--- src/rtl/b58_pkg.sv ---
// Shared constants, types and the alphabet decoder of the base58 string decoder.
package b58_pkg;

  localparam int unsigned AccWordsDef = 16;
  localparam int unsigned MaxCharsDef = 64;
  localparam int unsigned MaxOut      = 60;
  localparam int unsigned Radix       = 58;
  localparam int unsigned CntW        = 7;
  localparam logic [31:0] TrackInit   = 32'd57;

  typedef struct packed {
    logic       ok;
    logic [5:0] val;
  } digit_t;

  typedef enum logic [5:0] {
    S_IDLE = 6'b000001,
    S_MUL  = 6'b000010,
    S_FIN  = 6'b000100,
    S_SIZE = 6'b001000,
    S_EMIT = 6'b010000,
    S_ERR  = 6'b100000
  } state_e;

  // Maps an ASCII code to its base58 digit; ok is low for codes outside the alphabet.
  function automatic digit_t b58_digit(input logic [7:0] code);
    digit_t     d;
    logic [7:0] v;
    v    = '0;
    d.ok = 1'b1;
    case (code) inside
      [8'd49:8'd57]:   v = code - 8'd49;
      [8'd65:8'd72]:   v = code - 8'd56;
      [8'd74:8'd78]:   v = code - 8'd57;
      [8'd80:8'd90]:   v = code - 8'd58;
      [8'd97:8'd107]:  v = code - 8'd64;
      [8'd109:8'd122]: v = code - 8'd65;
      default:         d.ok = 1'b0;
    endcase
    d.val = v[5:0];
    return d;
  endfunction

endpackage

--- src/rtl/b58_if.sv ---
// Valid/ready channel interfaces for characters in and decoded bytes out.
interface b58_in_if;
  logic       valid;
  logic       ready;
  logic [7:0] char_code;
  logic       in_last;

  modport source (output valid, output char_code, output in_last, input ready);
  modport sink (input valid, input char_code, input in_last, output ready);
endinterface

interface b58_out_if;
  logic       valid;
  logic       ready;
  logic [7:0] data_byte;
  logic       out_last;
  logic       bad_input;

  modport source (output valid, output data_byte, output out_last, output bad_input,
                  input ready);
  modport sink (input valid, input data_byte, input out_last, input bad_input,
                output ready);
endinterface

--- src/rtl/b58_mac.sv ---
// Word step of the multiply-by-58 unit: {carry, word} = word * 58 + carry.
module b58_mac
  import b58_pkg::*;
(
  input  logic [31:0] word_i,
  input  logic [5:0]  carry_i,
  output logic [31:0] word_o,
  output logic [5:0]  carry_o
);

  logic [37:0] prod;

  // The carry stays below 58, so 38 bits hold the full result.
  assign prod    = 38'(word_i) * 38'(Radix) + 38'(carry_i);
  assign word_o  = prod[31:0];
  assign carry_o = prod[37:32];

endmodule

--- src/rtl/b58_bytecnt.sv ---
// Byte count of the decoded result from the length tracker's top word.
module b58_bytecnt
  import b58_pkg::*;
#(
  parameter int unsigned ACC_WORDS = AccWordsDef
) (
  input  logic [31:0]                    top_word_i,
  input  logic [$clog2(ACC_WORDS)-1:0]   top_idx_i,
  output logic [CntW-1:0]                count_o
);

  logic [CntW-1:0] base;
  logic [CntW-1:0] adj;
  logic [CntW-1:0] raw;

  assign base = CntW'({top_idx_i, 2'b00}) + CntW'(4);

  always_comb begin
    if (top_word_i[31:24] != '0) begin
      adj = CntW'(0);
    end else if (top_word_i[23:16] != '0) begin
      adj = CntW'(1);
    end else if (top_word_i[15:8] != '0) begin
      adj = CntW'(2);
    end else begin
      adj = CntW'(3);
    end
  end

  assign raw     = base - adj;
  assign count_o = (raw > CntW'(MaxOut)) ? CntW'(MaxOut) : raw;

endmodule

--- src/rtl/base58_string_decoder.sv ---
// Base58 string decoder: characters in, big-endian decoded bytes out.
//
// Characters arrive one per request, the final one flagged by in_last. A valid character
// that is processed passes through S_MUL: the accumulator and the length tracker (from
// the second character on) are multiplied by 58 one 32-bit word per cycle through the two
// word multiply units. A character skipped after an error, or one that raises the error,
// bypasses S_MUL. After the final character, S_SIZE sizes the result, then the decoded bytes
// leave at one per cycle while the sink is ready; a bad string gives a single request with
// bad_input set. No new character is taken until the last byte of a result has gone.
module base58_string_decoder
  import b58_pkg::*;
#(
  parameter int unsigned MAX_CHARS = MaxCharsDef,
  parameter int unsigned ACC_WORDS = AccWordsDef
) (
  input  logic        clk_i,
  input  logic        rst_ni,
  b58_in_if.sink      in_i,
  b58_out_if.source   out_o
);

  localparam int unsigned WW  = $clog2(ACC_WORDS);
  localparam int unsigned UW  = $clog2(ACC_WORDS + 1);
  localparam int unsigned CSW = $clog2(MAX_CHARS + 1);

  state_e           state_q, state_d;
  logic [31:0]      value_q [ACC_WORDS];
  logic [31:0]      track_q [ACC_WORDS];
  logic [UW-1:0]    wiu_q, wiu_d;
  logic [CSW-1:0]   chars_q, chars_d;
  logic             err_q, err_d;
  logic             last_q, last_d;
  logic [WW-1:0]    w_q, w_d;
  logic [5:0]       cv_q, cv_d;
  logic [5:0]       ct_q, ct_d;
  logic [CntW-2:0]  i_q, i_d;
  logic             clear;

  logic             in_acc;
  logic             out_acc;
  digit_t           dig;
  logic             track_en;
  logic [31:0]      mv_word, mt_word;
  logic [5:0]       mv_carry, mt_carry;
  logic [CntW-1:0]  n_bytes;
  logic [31:0]      out_word;

  assign in_acc   = in_i.valid && in_i.ready;
  assign out_acc  = out_o.valid && out_o.ready;
  assign dig      = b58_digit(in_i.char_code);
  assign track_en = (chars_q != '0);

  b58_mac u_mac_value (
    .word_i  (value_q[w_q]),
    .carry_i (cv_q),
    .word_o  (mv_word),
    .carry_o (mv_carry)
  );

  b58_mac u_mac_track (
    .word_i  (track_q[w_q]),
    .carry_i (ct_q),
    .word_o  (mt_word),
    .carry_o (mt_carry)
  );

  b58_bytecnt #(
    .ACC_WORDS (ACC_WORDS)
  ) u_bytecnt (
    .top_word_i (track_q[WW'(wiu_q - UW'(1))]),
    .top_idx_i  (WW'(wiu_q - UW'(1))),
    .count_o    (n_bytes)
  );

  always_comb begin
    state_d = state_q;
    wiu_d   = wiu_q;
    chars_d = chars_q;
    err_d   = err_q;
    last_d  = last_q;
    w_d     = w_q;
    cv_d    = cv_q;
    ct_d    = ct_q;
    i_d     = i_q;
    clear   = 1'b0;
    unique case (state_q)
      S_IDLE: begin
        if (in_acc) begin
          last_d  = in_i.in_last;
          state_d = S_FIN;
          if (!err_q) begin
            if (chars_q == CSW'(MAX_CHARS) || !dig.ok) begin
              err_d = 1'b1;
            end else begin
              cv_d    = dig.val;
              ct_d    = '0;
              w_d     = '0;
              state_d = S_MUL;
            end
          end
        end
      end
      S_MUL: begin
        cv_d = mv_carry;
        if (track_en) begin
          ct_d = mt_carry;
          // A carry landing on the first unused tracker word brings it into use.
          if (UW'(w_q) == wiu_q && ct_q != '0) begin
            wiu_d = wiu_q + UW'(1);
          end
        end
        if (w_q == WW'(ACC_WORDS - 1)) begin
          chars_d = chars_q + CSW'(1);
          state_d = S_FIN;
        end else begin
          w_d = w_q + WW'(1);
        end
      end
      S_FIN: begin
        if (!last_q) begin
          state_d = S_IDLE;
        end else if (err_q) begin
          state_d = S_ERR;
        end else begin
          state_d = S_SIZE;
        end
      end
      S_SIZE: begin
        i_d     = (CntW-1)'(n_bytes - CntW'(1));
        state_d = S_EMIT;
      end
      S_EMIT: begin
        if (out_acc) begin
          if (i_q == '0) begin
            clear   = 1'b1;
            state_d = S_IDLE;
          end else begin
            i_d = i_q - (CntW-1)'(1);
          end
        end
      end
      S_ERR: begin
        if (out_acc) begin
          clear   = 1'b1;
          state_d = S_IDLE;
        end
      end
      default: state_d = S_IDLE;
    endcase
    if (clear) begin
      wiu_d   = UW'(1);
      chars_d = '0;
      err_d   = 1'b0;
    end
  end

  always_ff @(posedge clk_i or negedge rst_ni) begin
    if (!rst_ni) begin
      state_q <= S_IDLE;
      wiu_q   <= UW'(1);
      chars_q <= '0;
      err_q   <= 1'b0;
      last_q  <= 1'b0;
      w_q     <= '0;
      cv_q    <= '0;
      ct_q    <= '0;
      i_q     <= '0;
    end else begin
      state_q <= state_d;
      wiu_q   <= wiu_d;
      chars_q <= chars_d;
      err_q   <= err_d;
      last_q  <= last_d;
      w_q     <= w_d;
      cv_q    <= cv_d;
      ct_q    <= ct_d;
      i_q     <= i_d;
    end
  end

  always_ff @(posedge clk_i or negedge rst_ni) begin
    if (!rst_ni) begin
      for (int k = 0; k < ACC_WORDS; k++) begin
        value_q[k] <= '0;
        track_q[k] <= (k == 0) ? TrackInit : '0;
      end
    end else if (clear) begin
      for (int k = 0; k < ACC_WORDS; k++) begin
        value_q[k] <= '0;
        track_q[k] <= (k == 0) ? TrackInit : '0;
      end
    end else if (state_q == S_MUL) begin
      value_q[w_q] <= mv_word;
      if (track_en) begin
        track_q[w_q] <= mt_word;
      end
    end
  end

  assign out_word = value_q[WW'(i_q >> 2)];

  assign in_i.ready      = (state_q == S_IDLE);
  assign out_o.valid     = (state_q == S_EMIT) || (state_q == S_ERR);
  assign out_o.data_byte = (state_q == S_EMIT) ? out_word[8*i_q[1:0] +: 8] : '0;
  assign out_o.out_last  = (state_q == S_ERR) || (i_q == '0);
  assign out_o.bad_input = (state_q == S_ERR);

`ifndef SYNTHESIS
  a_no_overlap: assert property (@(posedge clk_i) disable iff (!rst_ni)
    !(in_i.ready && out_o.valid))
    else $error("input taken while a result is pending");

  a_busy_after_req: assert property (@(posedge clk_i) disable iff (!rst_ni)
    in_acc |=> !in_i.ready)
    else $error("ready did not drop after a character request");

  a_wiu_range: assert property (@(posedge clk_i) disable iff (!rst_ni)
    (wiu_q != '0) && (wiu_q <= UW'(ACC_WORDS)))
    else $error("tracker word count out of range");

  a_chars_bound: assert property (@(posedge clk_i) disable iff (!rst_ni)
    chars_q <= CSW'(MAX_CHARS))
    else $error("character count beyond limit");

  a_err_result: assert property (@(posedge clk_i) disable iff (!rst_ni)
    out_acc && out_o.bad_input |=> in_i.ready && !err_q && (chars_q == '0))
    else $error("state not cleared after error result");
`endif

endmodule

--- src/flat_wrapper.sv ---
// flat-port wrapper written by rule: the top's interface ports become plain ports
module base58_string_decoder_flat import b58_pkg::*;
#(
  parameter int unsigned MAX_CHARS = MaxCharsDef,
  parameter int unsigned ACC_WORDS = AccWordsDef
)
  (clk_i, rst_ni, in_i_valid, in_i_char_code, in_i_in_last, in_i_ready, out_o_valid, out_o_data_byte, out_o_out_last, out_o_bad_input, out_o_ready);
  b58_in_if in_i_i ();
  b58_out_if out_o_i ();
  input  logic clk_i;
  input  logic rst_ni;
  input wire logic [$bits(in_i_i.valid)-1:0] in_i_valid;
  input wire logic [$bits(in_i_i.char_code)-1:0] in_i_char_code;
  input wire logic [$bits(in_i_i.in_last)-1:0] in_i_in_last;
  output wire logic [$bits(in_i_i.ready)-1:0] in_i_ready;
  output wire logic [$bits(out_o_i.valid)-1:0] out_o_valid;
  output wire logic [$bits(out_o_i.data_byte)-1:0] out_o_data_byte;
  output wire logic [$bits(out_o_i.out_last)-1:0] out_o_out_last;
  output wire logic [$bits(out_o_i.bad_input)-1:0] out_o_bad_input;
  input wire logic [$bits(out_o_i.ready)-1:0] out_o_ready;
  assign in_i_i.valid = in_i_valid;
  assign in_i_i.char_code = in_i_char_code;
  assign in_i_i.in_last = in_i_in_last;
  assign in_i_ready = in_i_i.ready;
  assign out_o_valid = out_o_i.valid;
  assign out_o_data_byte = out_o_i.data_byte;
  assign out_o_out_last = out_o_i.out_last;
  assign out_o_bad_input = out_o_i.bad_input;
  assign out_o_i.ready = out_o_ready;
  base58_string_decoder #(.MAX_CHARS(MAX_CHARS), .ACC_WORDS(ACC_WORDS)) u_core (.clk_i(clk_i), .rst_ni(rst_ni), .in_i(in_i_i), .out_o(out_o_i));
endmodule
--- config.mk ---
export PLATFORM = sky130hd
export DESIGN_NAME = base58_string_decoder_flat
export DESIGN_NICKNAME = d
export VERILOG_FILES = /design/src/rtl/b58_pkg.sv /design/src/rtl/b58_if.sv /design/src/rtl/b58_mac.sv /design/src/rtl/b58_bytecnt.sv /design/src/rtl/base58_string_decoder.sv /design/src/flat_wrapper.sv
export SDC_FILE = /design/constraint.sdc
export NUM_CORES = 2
export LEC_CHECK = 0
export BUFFER_PORTS_ARGS = -buffer_cell sky130_fd_sc_hd__buf_2
export CAP_MARGIN = 20
export CELL_PAD_IN_SITES_DETAIL_PLACEMENT = 1
export CELL_PAD_IN_SITES_GLOBAL_PLACEMENT = 1
export CORE_ASPECT_RATIO = 1.5
export CORE_UTILIZATION = 56
export CTS_BUF_LIST = sky130_fd_sc_hd__clkbuf_4 sky130_fd_sc_hd__clkbuf_8 sky130_fd_sc_hd__clkbuf_16
export CTS_CLUSTER_DIAMETER = 80
export CTS_CLUSTER_SIZE = 8
export DETAILED_ROUTE_END_ITERATION = 10
export HOLD_SLACK_MARGIN = 0.08
export PLACE_DENSITY_LB_ADDON = 0.1
export SLEW_MARGIN = 10
export SYNTH_ARGS = -nofsm -noshare
export SYNTH_HDL_FRONTEND = slang
export SYNTH_HIERARCHICAL = 1
export SYNTH_SLANG_ARGS = --single-unit
--- constraint.sdc ---
create_clock -name clk_i -period 17.1 [get_ports clk_i]
set_clock_uncertainty 0.1 [all_clocks]
set_input_delay 3.42 -clock clk_i [delete_from_list [all_inputs] [get_ports clk_i]]
set_output_delay 3.42 -clock clk_i [all_outputs]
set_load 0.05 [all_outputs]
==> results.yml <==
status:
  outcome: "finished clean"
routing:
  viasPerCell: 7.012
  vias: 55280
  wl_per_cell_um: 31.58
  drcViolationCount: 0
  drt-initial-drc-count: 4595
  dr.pass1.iters: 5
  routed_wl_mm: 249.0
  ant_nets: 0
critical_path:
  reg2reg_from: "u_core/w_q[1]"
  cp.arrival_ns: 10.10
  crit_fanout: 38
  cp-start-kind: "flop"
  slowest_delay_ns: 0.96
  rrSetupSlack_ns: 7.60
  timing.rr.end: "u_core/track_q[350]"
  cp.required_ns: 17.70
  crit_path_end_kind: "flop"
  cpMostUsedCell: "inv_1"
  critical_path_class: "flop to flop"
  reg2regPathDepth: 25
  startpoint: "u_core/w_q[1]"
  cp_slowest_cell: "dfrtp_4"
  crit_end: "u_core/track_q[350]"
sta:
  post-route-min-period_ns: 9.500
  setup_ws_ns: 7.600
  setup_violations: 0
  whs_ns: 0.3969
  report.final.slew_viol_count: 0
  clock.fmax_mhz: 105.3
  finalHoldViolCount: 0
  worst_pin_slew_ns: 1.177
  fin_setup_tns_ns: 0
  relSlewSlack_pct: 21.55
  rsz0062_at_grt: "false"
  period_share_pct: 55.56
die:
  die-area_um2: 122600
  rows: 156
  die_w_um: 286.2
  fp.dieH_um: 428.3
  core_area_um2: 120400
  start_util_pct: 56.34
  ioPinCount: 25
yosys:
  synthCells: 6571
  syn_area_per_cell_um2: 10.33
  yosys_warnings: 6
  synth.cell_area_um2: 67850
  syn_nets: 6889
finish:
  areaGrowthSynthToFinish_pct: 7.970
  nFillCells: 12580
  stdcell_count: 7884
  seq_area_um2: 26710
  multi_input_area_um2: 37350
  fin_nets: 6586
  drive_above_1_share_pct: 17.45
place:
  hpwlAfterDp_mm: 150.0
  post-place-cells: 7692
  dp_slack_ns: 7.797
  place.port_buffers: 24
  place_congestion: 0.9083
global_route:
  grt_max_degree: 174
  grt-ovfl-total: 0
  antenna_found_initial: 13
  grt_pass1_wl_mm: 377.4
  grt_pass1_vias: 60950
  track_usage_pct: 41.53
cts:
  insertion_delay_ns: 0.82
  cts_made_buffers: 152
  cts_tree: "yes"
  hold_buffers: 0
  cts_buffer_depth: 3
  post-cts-setup-buffers: 0
  path_clk_slew_ns: 0.05
  clock-sinks: 1066
  htree_levels: 4
  root_buffer: "clkbuf_16"
  cts_resized: 0
min_path:
  hold_class: "flop to flop"
job:
  maxCapViolCount: 0
worst min path at each step:
stage | start | to | slack, ns | depth (start not counted)
after floorplan | u_core/err_q | u_core/state_q[3] | 0.35 | 1
after global placement | u_core/err_q | u_core/state_q[3] | 0.36 | 1
after detailed placement | u_core/track_q[64] | u_core/track_q[64] | 0.38 | 1
after CTS | u_core/err_q | u_core/state_q[3] | 0.39 | 1
after global routing | u_core/track_q[70] | u_core/track_q[70] | 0.41 | 1
final | u_core/err_q | u_core/state_q[3] | 0.40 | 1
worst max-delay path, delay by kind of cell (launching register included):
family	cells	cell delay, ns
AND/OR/NAND/NOR	7	2.15
buffers and inverters	7	2.02
adder cells (fa/ha/maj)	4	1.43
multiplexers	2	1.23
flip-flops	1	0.96
AO/OA/AOI/OAI	3	0.94
XOR/XNOR	2	0.41
cell usage in the layout (no fill, tap or decap), types with 17 or more instances in the layout:
cell type  count
buf_4        139
fa_1         120
a21o_1        21
nand2_1     1530
nor2_1        97
buf_2         24
a21oi_1      163
and2_1        25
mux4_2       608
a31oi_1       20
o21ai_0      700
ha_1         184
nor3_1        46
o211ai_1      17
and3_1        23
clkbuf_16    153
nand4_1       27
inv_1        440
and3_2        21
xnor2_1       77
xor2_1        49
dfrtp_1     1052
nand3_1       35
nor2b_1       18
clkbuf_4      18
a22o_1       322
nand2b_1      18
per-layer routing:
| layer | vias up | routed length (um) | GRT usage, % |
|---|---|---|---|
| li1 | 22470 | - | - |
| met1 | 28970 | 84040 | 46.07 |
| met2 | 2722 | 125100 | 69.54 |
| met3 | 1106 | 16330 | 7.793 |
| met4 | 12 | 23390 | 33.69 |
| met5 | - | 80 | 0 |
flip-flops by register name, indices dropped and copies added (netlist names), 4 cells and up:
register	count
u_core/track_q	512
u_core/value_q	512
u_core/chars_q	7
u_core/ct_q	6
u_core/cv_q	6
u_core/i_q	6
u_core/state_q	6
u_core/wiu_q	5
u_core/w_q	4
metrics by stage:
step,util [%],area [um2]
floorplan,-,67850
global placement,57.28,68990
detailed placement,57.30,69010
CTS,60.80,73220
global route,60.83,73250
finish,60.83,73260
layout make-up:
cell class | count | share of cell area (%)
sequential | 1066 | 36.47
tap | 1580 | 2.699
multi-input combinational | 4435 | 50.98
inverter | 441 | 2.260
antenna | 2 | 0.006832
clock inverter | 17 | 0.3382
clock buffer | 171 | 5.411
timing repair buffer | 172 | 1.838
Power is left out: the tool's default activity adds up to more than one toggle a clock period on the data nets, which glitch-free logic cannot reach.
